`src/mqwl_pkg.sv`:
```
`timescale 1ns / 1ps
// mqwl_pkg: shared types and constants of the multi-queue wait list manager
// depends on nothing; used by the top level by scoped names

package mqwl_pkg;

  // default sizes of the thread and queue stores
  localparam int THREADS_DEF = 32;
  localparam int QUEUES_DEF  = 16;

  // wake all hands out at most this many words per input word
  localparam int MAX_RESULTS = 32;

  // fixed widths of the stream fields
  localparam int OP_W        = 2;
  localparam int QID_W       = 4;
  localparam int TID_W       = 5;
  localparam int IN_TDATA_W  = 16;
  localparam int OUT_TDATA_W = 8;

  // operation codes
  typedef enum logic [OP_W-1:0] {
    OP_SLEEP    = 2'd0,
    OP_WAKE_ONE = 2'd1,
    OP_WAKE_ALL = 2'd2,
    OP_REMOVE   = 2'd3
  } op_e;

  // result status codes
  typedef enum logic [1:0] {
    ST_DONE        = 2'd0,
    ST_INTERRUPTED = 2'd1,
    ST_NOTHING     = 2'd2,
    ST_REFUSED     = 2'd3
  } status_e;

endpackage

```
`src/mqwl_ram.sv`:
```
`timescale 1ns / 1ps
// mqwl_ram: generic single write port, single read port ram with registered read
// depends on nothing

module mqwl_ram #(
  parameter int WIDTH = 8,
  parameter int DEPTH = 16,
  localparam int AW = (DEPTH > 1) ? $clog2(DEPTH) : 1
) (
  input  logic             clk_i,
  input  logic             we_i,
  input  logic [AW-1:0]    waddr_i,
  input  logic [WIDTH-1:0] wdata_i,
  input  logic [AW-1:0]    raddr_i,
  output logic [WIDTH-1:0] rdata_o
);

  logic [WIDTH-1:0] mem_q [DEPTH];
  logic [WIDTH-1:0] rdata_q;

  // write port and registered read port
  always_ff @(posedge clk_i) begin
    if (we_i) begin
      mem_q[waddr_i] <= wdata_i;
    end
    rdata_q <= mem_q[raddr_i];
  end

  assign rdata_o = rdata_q;

endmodule

```
`src/multi_queue_wait_list_manager.sv`:
```
`timescale 1ns / 1ps
// multi_queue_wait_list_manager: fifo wait lists over shared next-pointer ram
// depends on mqwl_pkg and mqwl_ram

// The block keeps QUEUES fifo wait lists over THREADS thread slots. Each word
// on the input stream is one operation: sleep appends a thread to a queue,
// wake one pops the head, wake all pops the queue in order (at most 32 words
// out, the final one with tlast), remove unlinks a thread from anywhere in its
// queue. One operation is in flight at a time and s_axis_tready_o is low while
// it runs. All pointers live in rams with one write port, one read port and
// registered read, and the sequencer waits for the read data on each list hop.
// An output register lets a finished word wait for m_axis_tready_i while the
// next input word is taken. Queue-empty and thread-waiting flags are
// flip-flops cleared at reset, so no clearing pass runs.

module multi_queue_wait_list_manager #(
  parameter int THREADS = mqwl_pkg::THREADS_DEF,
  parameter int QUEUES  = mqwl_pkg::QUEUES_DEF
) (
  input  logic                               clk_i,
  input  logic                               rst_ni,
  input  logic                               s_axis_tvalid_i,
  output logic                               s_axis_tready_o,
  // [1:0] operation, [5:2] queue_id, [10:6] thread_id, [11] signal_pending
  input  logic [mqwl_pkg::IN_TDATA_W-1:0]    s_axis_tdata_i,
  output logic                               m_axis_tvalid_o,
  input  logic                               m_axis_tready_i,
  // [4:0] woken_thread, [5] woken_valid, [7:6] status
  output logic [mqwl_pkg::OUT_TDATA_W-1:0]   m_axis_tdata_o,
  output logic                               m_axis_tlast_o
);

  localparam int TIDW = $clog2(THREADS);
  localparam int QIDW = (QUEUES > 1) ? $clog2(QUEUES) : 1;
  localparam int CNTW = $clog2(mqwl_pkg::MAX_RESULTS);

  typedef enum logic [3:0] {
    S_IDLE,
    S_DECODE,
    S_SLP_LINK,
    S_WK_HEAD,
    S_WK_WAIT,
    S_WK_EMIT,
    S_RM_QUEUE,
    S_RM_ADDR,
    S_RM_HT,
    S_RM_WAIT,
    S_RM_WALK
  } state_e;

  // input word fields
  logic [mqwl_pkg::OP_W-1:0]  in_op;
  logic [mqwl_pkg::QID_W-1:0] in_queue;
  logic [mqwl_pkg::TID_W-1:0] in_thread;
  logic                       in_sig;

  assign in_op     = s_axis_tdata_i[1:0];
  assign in_queue  = s_axis_tdata_i[5:2];
  assign in_thread = s_axis_tdata_i[10:6];
  assign in_sig    = s_axis_tdata_i[11];

  // sequencer and datapath registers
  state_e               state_q, state_d;
  mqwl_pkg::op_e        op_q, op_d;
  logic [QIDW-1:0]      q_q, q_d;
  logic [TIDW-1:0]      t_q, t_d;
  logic                 sig_q, sig_d;
  logic                 qok_q, qok_d;
  logic                 tok_q, tok_d;
  logic [TIDW-1:0]      cur_q, cur_d;
  logic [TIDW-1:0]      prev_q, prev_d;
  logic                 prev_v_q, prev_v_d;
  logic [TIDW-1:0]      tl_q, tl_d;
  logic [CNTW-1:0]      cnt_q, cnt_d;
  logic [QUEUES-1:0]    nonempty_q, nonempty_d;
  logic [THREADS-1:0]   waiting_q, waiting_d;

  // output register
  logic                       out_v_q, out_v_d;
  logic [mqwl_pkg::TID_W-1:0] out_thr_q, out_thr_d;
  logic                       out_wv_q, out_wv_d;
  mqwl_pkg::status_e          out_st_q, out_st_d;
  logic                       out_last_q, out_last_d;

  // ram ports
  logic            head_we, tail_we, next_we, wq_we;
  logic [TIDW-1:0] head_wdata, tail_wdata, next_waddr, next_wdata;
  logic [TIDW-1:0] head_rdata, tail_rdata, next_rdata;
  logic [QIDW-1:0] wq_rdata;

  // word to emit this cycle
  logic                       emit;
  logic [mqwl_pkg::TID_W-1:0] e_thr;
  logic                       e_wv;
  mqwl_pkg::status_e          e_st;
  logic                       e_last;

  logic out_free;
  logic [TIDW-1:0] cmp_b;
  logic hit;
  logic t_is_tail;

  assign out_free = !out_v_q || m_axis_tready_i;

  // shared pointer compare: list end during wakes, target thread during walk
  assign cmp_b     = (state_q == S_RM_WALK) ? t_q : tl_q;
  assign hit       = (cur_q == cmp_b);
  assign t_is_tail = (t_q == tl_q);

  mqwl_ram #(.WIDTH(TIDW), .DEPTH(QUEUES)) u_head_ram (
    .clk_i   (clk_i),
    .we_i    (head_we),
    .waddr_i (q_q),
    .wdata_i (head_wdata),
    .raddr_i (q_q),
    .rdata_o (head_rdata)
  );

  mqwl_ram #(.WIDTH(TIDW), .DEPTH(QUEUES)) u_tail_ram (
    .clk_i   (clk_i),
    .we_i    (tail_we),
    .waddr_i (q_q),
    .wdata_i (tail_wdata),
    .raddr_i (q_q),
    .rdata_o (tail_rdata)
  );

  mqwl_ram #(.WIDTH(TIDW), .DEPTH(THREADS)) u_next_ram (
    .clk_i   (clk_i),
    .we_i    (next_we),
    .waddr_i (next_waddr),
    .wdata_i (next_wdata),
    .raddr_i (cur_q),
    .rdata_o (next_rdata)
  );

  mqwl_ram #(.WIDTH(QIDW), .DEPTH(THREADS)) u_waitq_ram (
    .clk_i   (clk_i),
    .we_i    (wq_we),
    .waddr_i (t_q),
    .wdata_i (q_q),
    .raddr_i (t_q),
    .rdata_o (wq_rdata)
  );

  // sequencer next state, ram writes and result words
  always_comb begin
    state_d    = state_q;
    op_d       = op_q;
    q_d        = q_q;
    t_d        = t_q;
    sig_d      = sig_q;
    qok_d      = qok_q;
    tok_d      = tok_q;
    cur_d      = cur_q;
    prev_d     = prev_q;
    prev_v_d   = prev_v_q;
    tl_d       = tl_q;
    cnt_d      = cnt_q;
    nonempty_d = nonempty_q;
    waiting_d  = waiting_q;

    head_we    = 1'b0;
    tail_we    = 1'b0;
    next_we    = 1'b0;
    wq_we      = 1'b0;
    head_wdata = t_q;
    tail_wdata = t_q;
    next_waddr = prev_q;
    next_wdata = next_rdata;

    emit   = 1'b0;
    e_thr  = '0;
    e_wv   = 1'b0;
    e_st   = mqwl_pkg::ST_DONE;
    e_last = 1'b1;

    case (state_q)
      S_IDLE: begin
        if (s_axis_tvalid_i) begin
          op_d    = mqwl_pkg::op_e'(in_op);
          q_d     = QIDW'(in_queue);
          t_d     = TIDW'(in_thread);
          sig_d   = in_sig;
          qok_d   = int'(in_queue) < QUEUES;
          tok_d   = int'(in_thread) < THREADS;
          cnt_d   = '0;
          state_d = S_DECODE;
        end
      end

      S_DECODE: begin
        if (out_free) begin
          case (op_q)
            mqwl_pkg::OP_SLEEP: begin
              if (!qok_q || !tok_q) begin
                emit    = 1'b1;
                e_st    = mqwl_pkg::ST_NOTHING;
                state_d = S_IDLE;
              end else if (waiting_q[t_q]) begin
                emit    = 1'b1;
                e_st    = mqwl_pkg::ST_REFUSED;
                state_d = S_IDLE;
              end else if (sig_q) begin
                emit    = 1'b1;
                e_st    = mqwl_pkg::ST_INTERRUPTED;
                state_d = S_IDLE;
              end else if (nonempty_q[q_q]) begin
                state_d = S_SLP_LINK;
              end else begin
                // empty queue: thread becomes head and tail
                head_we         = 1'b1;
                tail_we         = 1'b1;
                wq_we           = 1'b1;
                nonempty_d[q_q] = 1'b1;
                waiting_d[t_q]  = 1'b1;
                emit            = 1'b1;
                state_d         = S_IDLE;
              end
            end
            mqwl_pkg::OP_WAKE_ONE, mqwl_pkg::OP_WAKE_ALL: begin
              if (!qok_q || !nonempty_q[q_q]) begin
                emit    = 1'b1;
                e_st    = mqwl_pkg::ST_NOTHING;
                state_d = S_IDLE;
              end else begin
                state_d = S_WK_HEAD;
              end
            end
            mqwl_pkg::OP_REMOVE: begin
              if (!tok_q || !waiting_q[t_q]) begin
                emit    = 1'b1;
                e_st    = mqwl_pkg::ST_NOTHING;
                state_d = S_IDLE;
              end else begin
                state_d = S_RM_QUEUE;
              end
            end
            default: begin
              state_d = S_IDLE;
            end
          endcase
        end
      end

      // append behind the current tail
      S_SLP_LINK: begin
        if (out_free) begin
          next_we        = 1'b1;
          next_waddr     = tail_rdata;
          next_wdata     = t_q;
          tail_we        = 1'b1;
          wq_we          = 1'b1;
          waiting_d[t_q] = 1'b1;
          emit           = 1'b1;
          state_d        = S_IDLE;
        end
      end

      S_WK_HEAD: begin
        cur_d   = head_rdata;
        tl_d    = tail_rdata;
        state_d = S_WK_WAIT;
      end

      S_WK_WAIT: begin
        state_d = S_WK_EMIT;
      end

      // pop one thread per pass
      S_WK_EMIT: begin
        if (out_free) begin
          waiting_d[cur_q] = 1'b0;
          emit             = 1'b1;
          e_thr            = mqwl_pkg::TID_W'(cur_q);
          e_wv             = 1'b1;
          if (hit) begin
            nonempty_d[q_q] = 1'b0;
            state_d         = S_IDLE;
          end else if (op_q == mqwl_pkg::OP_WAKE_ONE ||
                       cnt_q == CNTW'(mqwl_pkg::MAX_RESULTS - 1)) begin
            head_we    = 1'b1;
            head_wdata = next_rdata;
            state_d    = S_IDLE;
          end else begin
            e_last  = 1'b0;
            cur_d   = next_rdata;
            cnt_d   = cnt_q + 1'b1;
            state_d = S_WK_WAIT;
          end
        end
      end

      S_RM_QUEUE: begin
        q_d     = wq_rdata;
        state_d = S_RM_ADDR;
      end

      S_RM_ADDR: begin
        state_d = S_RM_HT;
      end

      S_RM_HT: begin
        cur_d    = head_rdata;
        tl_d     = tail_rdata;
        prev_v_d = 1'b0;
        state_d  = S_RM_WAIT;
      end

      S_RM_WAIT: begin
        state_d = S_RM_WALK;
      end

      // walk to the thread, then splice it out
      S_RM_WALK: begin
        if (hit) begin
          if (out_free) begin
            if (prev_v_q) begin
              next_we = 1'b1;
            end else begin
              head_we    = 1'b1;
              head_wdata = next_rdata;
            end
            if (t_is_tail) begin
              if (prev_v_q) begin
                tail_we    = 1'b1;
                tail_wdata = prev_q;
              end else begin
                nonempty_d[q_q] = 1'b0;
              end
            end
            waiting_d[t_q] = 1'b0;
            emit           = 1'b1;
            state_d        = S_IDLE;
          end
        end else begin
          prev_d   = cur_q;
          prev_v_d = 1'b1;
          cur_d    = next_rdata;
          state_d  = S_RM_WAIT;
        end
      end

      default: begin
        state_d = S_IDLE;
      end
    endcase

    // output register
    out_v_d    = out_v_q && !m_axis_tready_i;
    out_thr_d  = out_thr_q;
    out_wv_d   = out_wv_q;
    out_st_d   = out_st_q;
    out_last_d = out_last_q;
    if (emit) begin
      out_v_d    = 1'b1;
      out_thr_d  = e_thr;
      out_wv_d   = e_wv;
      out_st_d   = e_st;
      out_last_d = e_last;
    end
  end

  // state and registered outputs
  always_ff @(posedge clk_i or negedge rst_ni) begin
    if (!rst_ni) begin
      state_q    <= S_IDLE;
      op_q       <= mqwl_pkg::OP_SLEEP;
      q_q        <= '0;
      t_q        <= '0;
      sig_q      <= 1'b0;
      qok_q      <= 1'b0;
      tok_q      <= 1'b0;
      cur_q      <= '0;
      prev_q     <= '0;
      prev_v_q   <= 1'b0;
      tl_q       <= '0;
      cnt_q      <= '0;
      nonempty_q <= '0;
      waiting_q  <= '0;
      out_v_q    <= 1'b0;
      out_thr_q  <= '0;
      out_wv_q   <= 1'b0;
      out_st_q   <= mqwl_pkg::ST_DONE;
      out_last_q <= 1'b0;
    end else begin
      state_q    <= state_d;
      op_q       <= op_d;
      q_q        <= q_d;
      t_q        <= t_d;
      sig_q      <= sig_d;
      qok_q      <= qok_d;
      tok_q      <= tok_d;
      cur_q      <= cur_d;
      prev_q     <= prev_d;
      prev_v_q   <= prev_v_d;
      tl_q       <= tl_d;
      cnt_q      <= cnt_d;
      nonempty_q <= nonempty_d;
      waiting_q  <= waiting_d;
      out_v_q    <= out_v_d;
      out_thr_q  <= out_thr_d;
      out_wv_q   <= out_wv_d;
      out_st_q   <= out_st_d;
      out_last_q <= out_last_d;
    end
  end

  assign s_axis_tready_o = (state_q == S_IDLE);
  assign m_axis_tvalid_o = out_v_q;
  assign m_axis_tdata_o  = {out_st_q, out_wv_q, out_thr_q};
  assign m_axis_tlast_o  = out_last_q;

  // a woken thread always comes with status done
  a_woken_done: assert property (@(posedge clk_i) disable iff (!rst_ni)
    (m_axis_tvalid_o && m_axis_tdata_o[5]) |-> (m_axis_tdata_o[7:6] == mqwl_pkg::ST_DONE))
    else $error("woken word without status done");

  // a word that wakes nothing is the only word of its operation
  a_single_last: assert property (@(posedge clk_i) disable iff (!rst_ni)
    (m_axis_tvalid_o && !m_axis_tdata_o[5]) |-> m_axis_tlast_o)
    else $error("non-wake word without tlast");

  // one operation in flight
  a_busy_after_accept: assert property (@(posedge clk_i) disable iff (!rst_ni)
    (s_axis_tvalid_i && s_axis_tready_o) |=> !s_axis_tready_o)
    else $error("input taken while an operation runs");

  // every popped thread was marked waiting
  a_pop_waiting: assert property (@(posedge clk_i) disable iff (!rst_ni)
    (state_q == S_WK_EMIT) |-> waiting_q[cur_q])
    else $error("popped thread not marked waiting");

  // each nonempty queue holds at least one waiting thread
  a_counts: assert property (@(posedge clk_i) disable iff (!rst_ni)
    $countones(waiting_q) >= $countones(nonempty_q))
    else $error("more nonempty queues than waiting threads");

endmodule

```
`config.mk`:
```
export PLATFORM = sky130hd
export DESIGN_NAME = multi_queue_wait_list_manager
export DESIGN_NICKNAME = d
export VERILOG_FILES = /design/src/mqwl_pkg.sv /design/src/mqwl_ram.sv /design/src/multi_queue_wait_list_manager.sv
export SDC_FILE = /design/constraint.sdc
export NUM_CORES = 1
export LEC_CHECK = 0
export ABC_AREA = 1
export BUFFER_PORTS_ARGS = -buffer_cell sky130_fd_sc_hd__buf_2
export CAP_MARGIN = 20
export CORE_MARGIN = 4
export CORE_UTILIZATION = 45
export CTS_CLUSTER_SIZE = 12
export DETAILED_ROUTE_END_ITERATION = 8
export PLACE_DENSITY = 0.56
export SLEW_MARGIN = 20
export SYNTH_ARGS = -nofsm -noshare
export SYNTH_HDL_FRONTEND = slang
export SYNTH_SLANG_ARGS = --single-unit
```
`constraint.sdc`:
```
create_clock -name clk_i -period 5.45 [get_ports clk_i]
set_input_delay 0 -clock clk_i [delete_from_list [all_inputs] [get_ports clk_i]]
set_output_delay 0 -clock clk_i [all_outputs]
set_load 0.005 [all_outputs]
```
After elaboration in Yosys (flattened, before gate mapping)
Memories as Yosys holds them, arrays and structs flattened. A register that Yosys moved wholly into a read port is not among the register bits.
Index checks and enable logic that the tools add are counted.
Widths: inputs -> output; s select.
{ "classes": {"addsub": 1, "mul": 0, "div": 0, "order_cmp": 6, "n_eq_ne": 33, "shifts": 0, "n_mux": 135, "n_bitwise": 9, "reduce_logical": 33} }
{ "op_table": {"columns": ["operator", "n"], "rows": [
  ["$mux 32", 10],
  ["$mux 16", 12],
  ["$mux 5", 26],
  ["$pmux 32 s4", 1],
  ["$and 32x32->32", 2],
  ["$not 32->32", 2],
  ["$pmux 16 s3", 1],
  ["$mux 1", 46],
  ["$pmux 4 s11", 1],
  ["$ne 2x2->1 const B", 16],
  ["$or 32x32->32", 1],
  ["$mux 4", 6],
  ["$mux 2", 11],
  ["$pmux 5 s2", 2],
  ["$and 16x16->16", 1],
  ["$eq 4x3->1 const B", 4],
  ["$not 16->16", 1],
  ["$or 16x16->16", 1],
  ["$pmux 5 s3", 1],
  ["$reduce_and 13->1", 1],
  ["$eq 4x4->1 const B", 3],
  ["$lt 5x6->1 const B", 2],
  ["$pmux 1 s3", 4],
  ["$pmux 4 s3", 1],
  ["33 further kinds", 61]
]} }
{ "totals": {"register_bits": 96, "latch_bits": 0, "ram_bits": 448, "mem_bits_ro": 0, "input_bits": 20, "elab_cells": 239, "mem_count": 4} }
{ "mem_list": {"columns": ["memory", "depth", "word_bits", "read_ports", "rd_clocked_by_memory_dff", "wr", "line", "text"], "rows": [
  ["u_next_ram.mem_q", 32, 5, 1, 1, 1, "mqwl_ram.sv:18", "logic [WIDTH-1:0] mem_q [DEPTH];"],
  ["u_waitq_ram.mem_q", 32, 4, 1, 1, 1, "mqwl_ram.sv:18", null],
  ["u_head_ram.mem_q", 16, 5, 1, 1, 1, "mqwl_ram.sv:18", null],
  ["u_tail_ram.mem_q", 16, 5, 1, 1, 1, "mqwl_ram.sv:18", null]
]} }

Logic depth before layout (Yosys ltp)
{ "logic_depth": {"ltp_word": 12, "ltp_mapped": 19} }

By module
A second synthesis with hierarchy kept.
{ "hier_totals": {"hier_cells": 2892, "hier_area_um2": 26700.6} }
{ "by_module_without_submodules": {"columns": ["module", "n_inst", "cells_each", "area_per_inst_um2", "seq_area_each_um2"], "rows": [
  ["mqwl_ram (u_head_ram ...)", 2, 355, 3733.6, 2502.4],
  ["multi_queue_wait_list_manager", 1, 1101, 6940.4, 2402.3],
  ["mqwl_ram (u_next_ram)", 1, 595, 6796.5, 4904.7],
  ["mqwl_ram (u_waitq_ram)", 1, 486, 5496.5, 3923.8]
]} }

Least setup slack after synthesis
No wires, ideal clock.
{ "synth_path": {"kind": "flip-flop to flip-flop", "startpoint": "register q_q[0]", "endpoint": "memory u_waitq_ram.mem_q[10][0] (netlist name) (enable)", "arrival_ns": 2.473, "required_ns": 5.089, "setup_slack_ns": 2.615, "path_stages_with_launch": 16, "path_buffers": 1, "synth_period_minus_slack_ns": 2.835, "cell_sequence": "dfrtp_1 > clkinv_1 > nand2_1 > nand2_1 > nand2_1 > nand2_1 > nand2_1 > nand2_1 > nor2_1 > inv_1 > nor2_1 > nand3_1 > nand2_1 > inv_2 > buf_2 > nor3_1"} }
{ "synth_via": {"elab_chain_cells": 11} }
{ "synth_lines": {"columns": ["element", "line", "text"], "rows": [
  ["start, declared", "multi_queue_wait_list_manager.sv:65", "logic [QIDW-1:0] q_q, q_d;"],
  ["start signal, assigned", "multi_queue_wait_list_manager.sv:389", "q_q <= q_d;"],
  ["$bmux 1 s4", "multi_queue_wait_list_manager.sv:208", "end else if (nonempty_q[q_q]) begin"],
  ["$mux 1 (not written as such)", "multi_queue_wait_list_manager.sv:208", null],
  ["$mux 1", "multi_queue_wait_list_manager.sv:208", null],
  ["$mux 1", "multi_queue_wait_list_manager.sv:204", "end else if (sig_q) begin"],
  ["$mux 1", "multi_queue_wait_list_manager.sv:200", "end else if (waiting_q[t_q]) begin"],
  ["$mux 1", "multi_queue_wait_list_manager.sv:196", "if (!qok_q || !tok_q) begin"],
  ["$mux 1", "multi_queue_wait_list_manager.sv:194", "case (op_q)"],
  ["$mux 1", "multi_queue_wait_list_manager.sv:193", "if (out_free) begin"],
  ["$pmux 1 s2", "multi_queue_wait_list_manager.sv:178", "case (state_q)"],
  ["$mux 1", "mqwl_ram.sv:23", "if (we_i) begin"],
  ["$mux 1 (not written as such)", "mqwl_ram.sv:24", "mem_q[waddr_i] <= wdata_i;"],
  ["end, declared", "mqwl_ram.sv:18", null]
]} }
Every way passes these cells. The select of a mux whose other input is x is not followed.

Final worst setup path
{ "layout_path": {"startpoint": "register q_q[0]", "endpoint": "memory u_waitq_ram.mem_q[8][0] (netlist name) (enable)"} }
The elaborated chain is that of the path after synthesis.

==> metrics <==
All-Layer GR Usage 22.0%; # rows between 80 and 90; Resize count post-CTS 0; most frequent cell after synthesis nand2_1; Final Cycle Share roughly 77%; Worst path most repeated cell nand2_1; total CTS buffers 59; First DRT Iteration DRCs ~1700; wire per inst about 21 um; CP Class reg2reg; largest area contributor in the netlist edfxtp_1; largest net degree at the start of global routing 81; Post-Syn Nets about 2300; Hold WC Path Type in2reg; worst slew pin tran just over 1000 ps; nets about 2300; Die H between 200 and 250 um; Primary FF master, synth edfxtp_1; first-pass iteration count of the detailed router 5; critical path depth in cells 14; Post-Syn Area 24200 sq um; crit path cell chain clkinv_1, nand2_1, nand2_1, nand2_1, nand2_1, nand2_1, nand2_1, nor2_1, inv_1, nor2_1, nand3_1, nand2_1, inv_2, nor3_1; crit end category flop; area grow syn2layout 12.4%; CTS max path bufs 3; post-layout util approximately half; Post-synth EDFFs about 450; area of the die a little under 60000 sq um; setup violators final 0; clock root cell clkbuf_16; Fill cells roughly 4700; required time worst endpoint 5700 ps; hold_ws roughly 130 ps; CP Launch Type flop; vias in the first global route approximately 17000; clock latency at the later pin of the worst-skew pair 620 ps; IO Pins 31; DP HPWL a little over 40000 um; RSZ-0062 raised after global routing no; GP Congestion between 0.8 and 0.9; hold depth 4; Leakage 10.2 nW; critical path data arrival time ~4500 ps; Core ar. 53000 sq um; relative slew slack between 30% and 40%; CTS tree yes; Buffers on Ports 26; die width between 200 and 250 um; commonest cells in the netlist nand2_1, edfxtp_1, nand3_1; post-synthesis cell count ~2200; Residual DRC 0; Top delay family on crit path simple AND/OR/NAND/NOR gates; initial antenna violation count 0; clock slew at reported path FFs roughly 70 ps; Synth Warn # 0; H-tree depth 2; grt ovf 0; post-synth top area share 55.5%; Final Hold Fails 0; clock skew about 31 ps; Area contributors post-synth edfxtp_1, dfrtp_1, nand2_1; final WL about 64000 um; sequential share of the synthesized area approximately two thirds; max cap viols 0; placed insts 2870; Non-Filler Instances 2997; fmax approximately 0.24 GHz; antenna-violating nets left 0; maximum net fanout on the critical path 32; total negative slack 0 ps; count of different cell masters after synthesis 44; Vias/cell 5.71; Worst path max stage delay roughly 880 ps; worst ir drop on vdd slightly below 300 uV; power per standard cell area about 590 nW/um^2; worst reg-to-reg path cell count 14; Avg Cell Area, Syn roughly 11 sq um; register bit count reported by yosys ~560; status completed; initial core utilization between 40% and 50%; CP max-delay cell dfrtp_1; post-layout total power 16.0 mW; buffers and inverters on the worst path 3; max-slew violations 0; FFs w/ async S/R, synth between 10% and 20%; Vias 17100; first-pass GRT wire length 98100 um; layout cells sized above 1 roughly 9%; Sink Count 563; min cycle time layout roughly 4200 ps
## stage by stage
step	setup slack (ps)	instance area (sq um)
after floorplan	2620	24200
after global placement	1380	25100
after detailed placement	1290	25100
after CTS	1280	27200
after global routing	756	27200
final	1230	27200
## final timing paths
kind	start	endpoint	slack [ps]
min reg2reg	flop	flop	470
max	q_q[0]	u_waitq_ram.mem_q[8][0]	1230
min	s_axis_tdata_i[11]	sig_q	130
max in group asynchronous	rst_ni	async pin	4170
max reg2reg	q_q[0]	u_waitq_ram.mem_q[8][0]	1230
min in group asynchronous	rst_ni	t_q[4]	470
## logic make-up after synthesis
family          count (synthesis)  synth area share [%]
simple gates                  977                  17.4
flops                         563                  67.0
compound gates                410                  10.7
xor+xnor                        7                 0.253
fa+ha+maj                       5                 0.258
buf+inv                       269                  4.38
## registers in the layout, summed over array words and instances (netlist names), 2 cells and up, named ones only
register	flops
u_next_ram.mem_q	160
cur_q	5
out_thr_q	5
u_tail_ram.rdata_o	5
u_head_ram.rdata_o	5
u_waitq_ram.rdata_o	4
state_q	4
cnt_q	5
tl_q	5
t_q	5
u_waitq_ram.mem_q	128
u_next_ram.rdata_o	5
out_st_q	2
waiting_q	32
u_head_ram.mem_q	80
op_q	2
prev_q	5
u_tail_ram.mem_q	80
q_q	4
## timing repair
item                       in CTS  in global routing
buffers inserted                0                  0
setup endpoints to repair       0                  0
hold buffers                   17                  0
hold endpoints to repair       50                  0
## cells in the final DEF (no fill, tap or decap), drive strengths merged, types with 5 or more instances in the layout
cell,n
a2111oi,8
a21oi,68
a22oi,184
buf,71
clkbuf,90
clkinv,18
dfrtp,96
dfxtp,19
dlygate4sd3,16
edfxtp,448
ha,5
inv,144
nand2,510
nand3,188
nand4,31
nor2,172
nor3,51
o211ai,5
o21ai,133
or2,10
or4,10
xor2,6
## report_power, final
part	internal, mW	switching, mW	total (mW)	leakage [nW]
Clock	2.34	1.63	3.97	0.924
Combinational	1.57	4.29	5.86	3.89
Sequential	5.68	0.489	6.17	5.43
## metal layers
layer	track usage, %	vias to the layer above	share of wire [%]
met2	33.8	590	45
li1	-	8016	-
met3	3.35	99	7.0
met1	32.7	8395	45
met5	0	-	0
met4	6.49	0	2.3
## layout make-up
class | instances | area (sq um) | area share, %
clock inverters | 19 | 195 | 0.717
inverters | 150 | 563 | 2.07
multi-input cells | 1399 | 7020 | 25.8
clock buffers | 90 | 1720 | 6.30
well taps | 688 | 861 | 3.16
flip-flops and latches | 563 | 16200 | 59.6
repair buffers | 87 | 643 | 2.36
diodes | 1 | 2.50 | 0.00919
## worst reg2reg max path, cell delays in order, from the launching register on
cell,delay (ps)
dfrtp_1,880
clkinv_1,620
nand2_1,180
nand2_1,60
nand2_1,60
nand2_1,70
nand2_1,50
nand2_1,180
nor2_1,140
inv_1,100
nor2_1,110
nand3_1,200
nand2_1,280
inv_2,320
nor3_1,580
(Power assumes the default switching activity.)
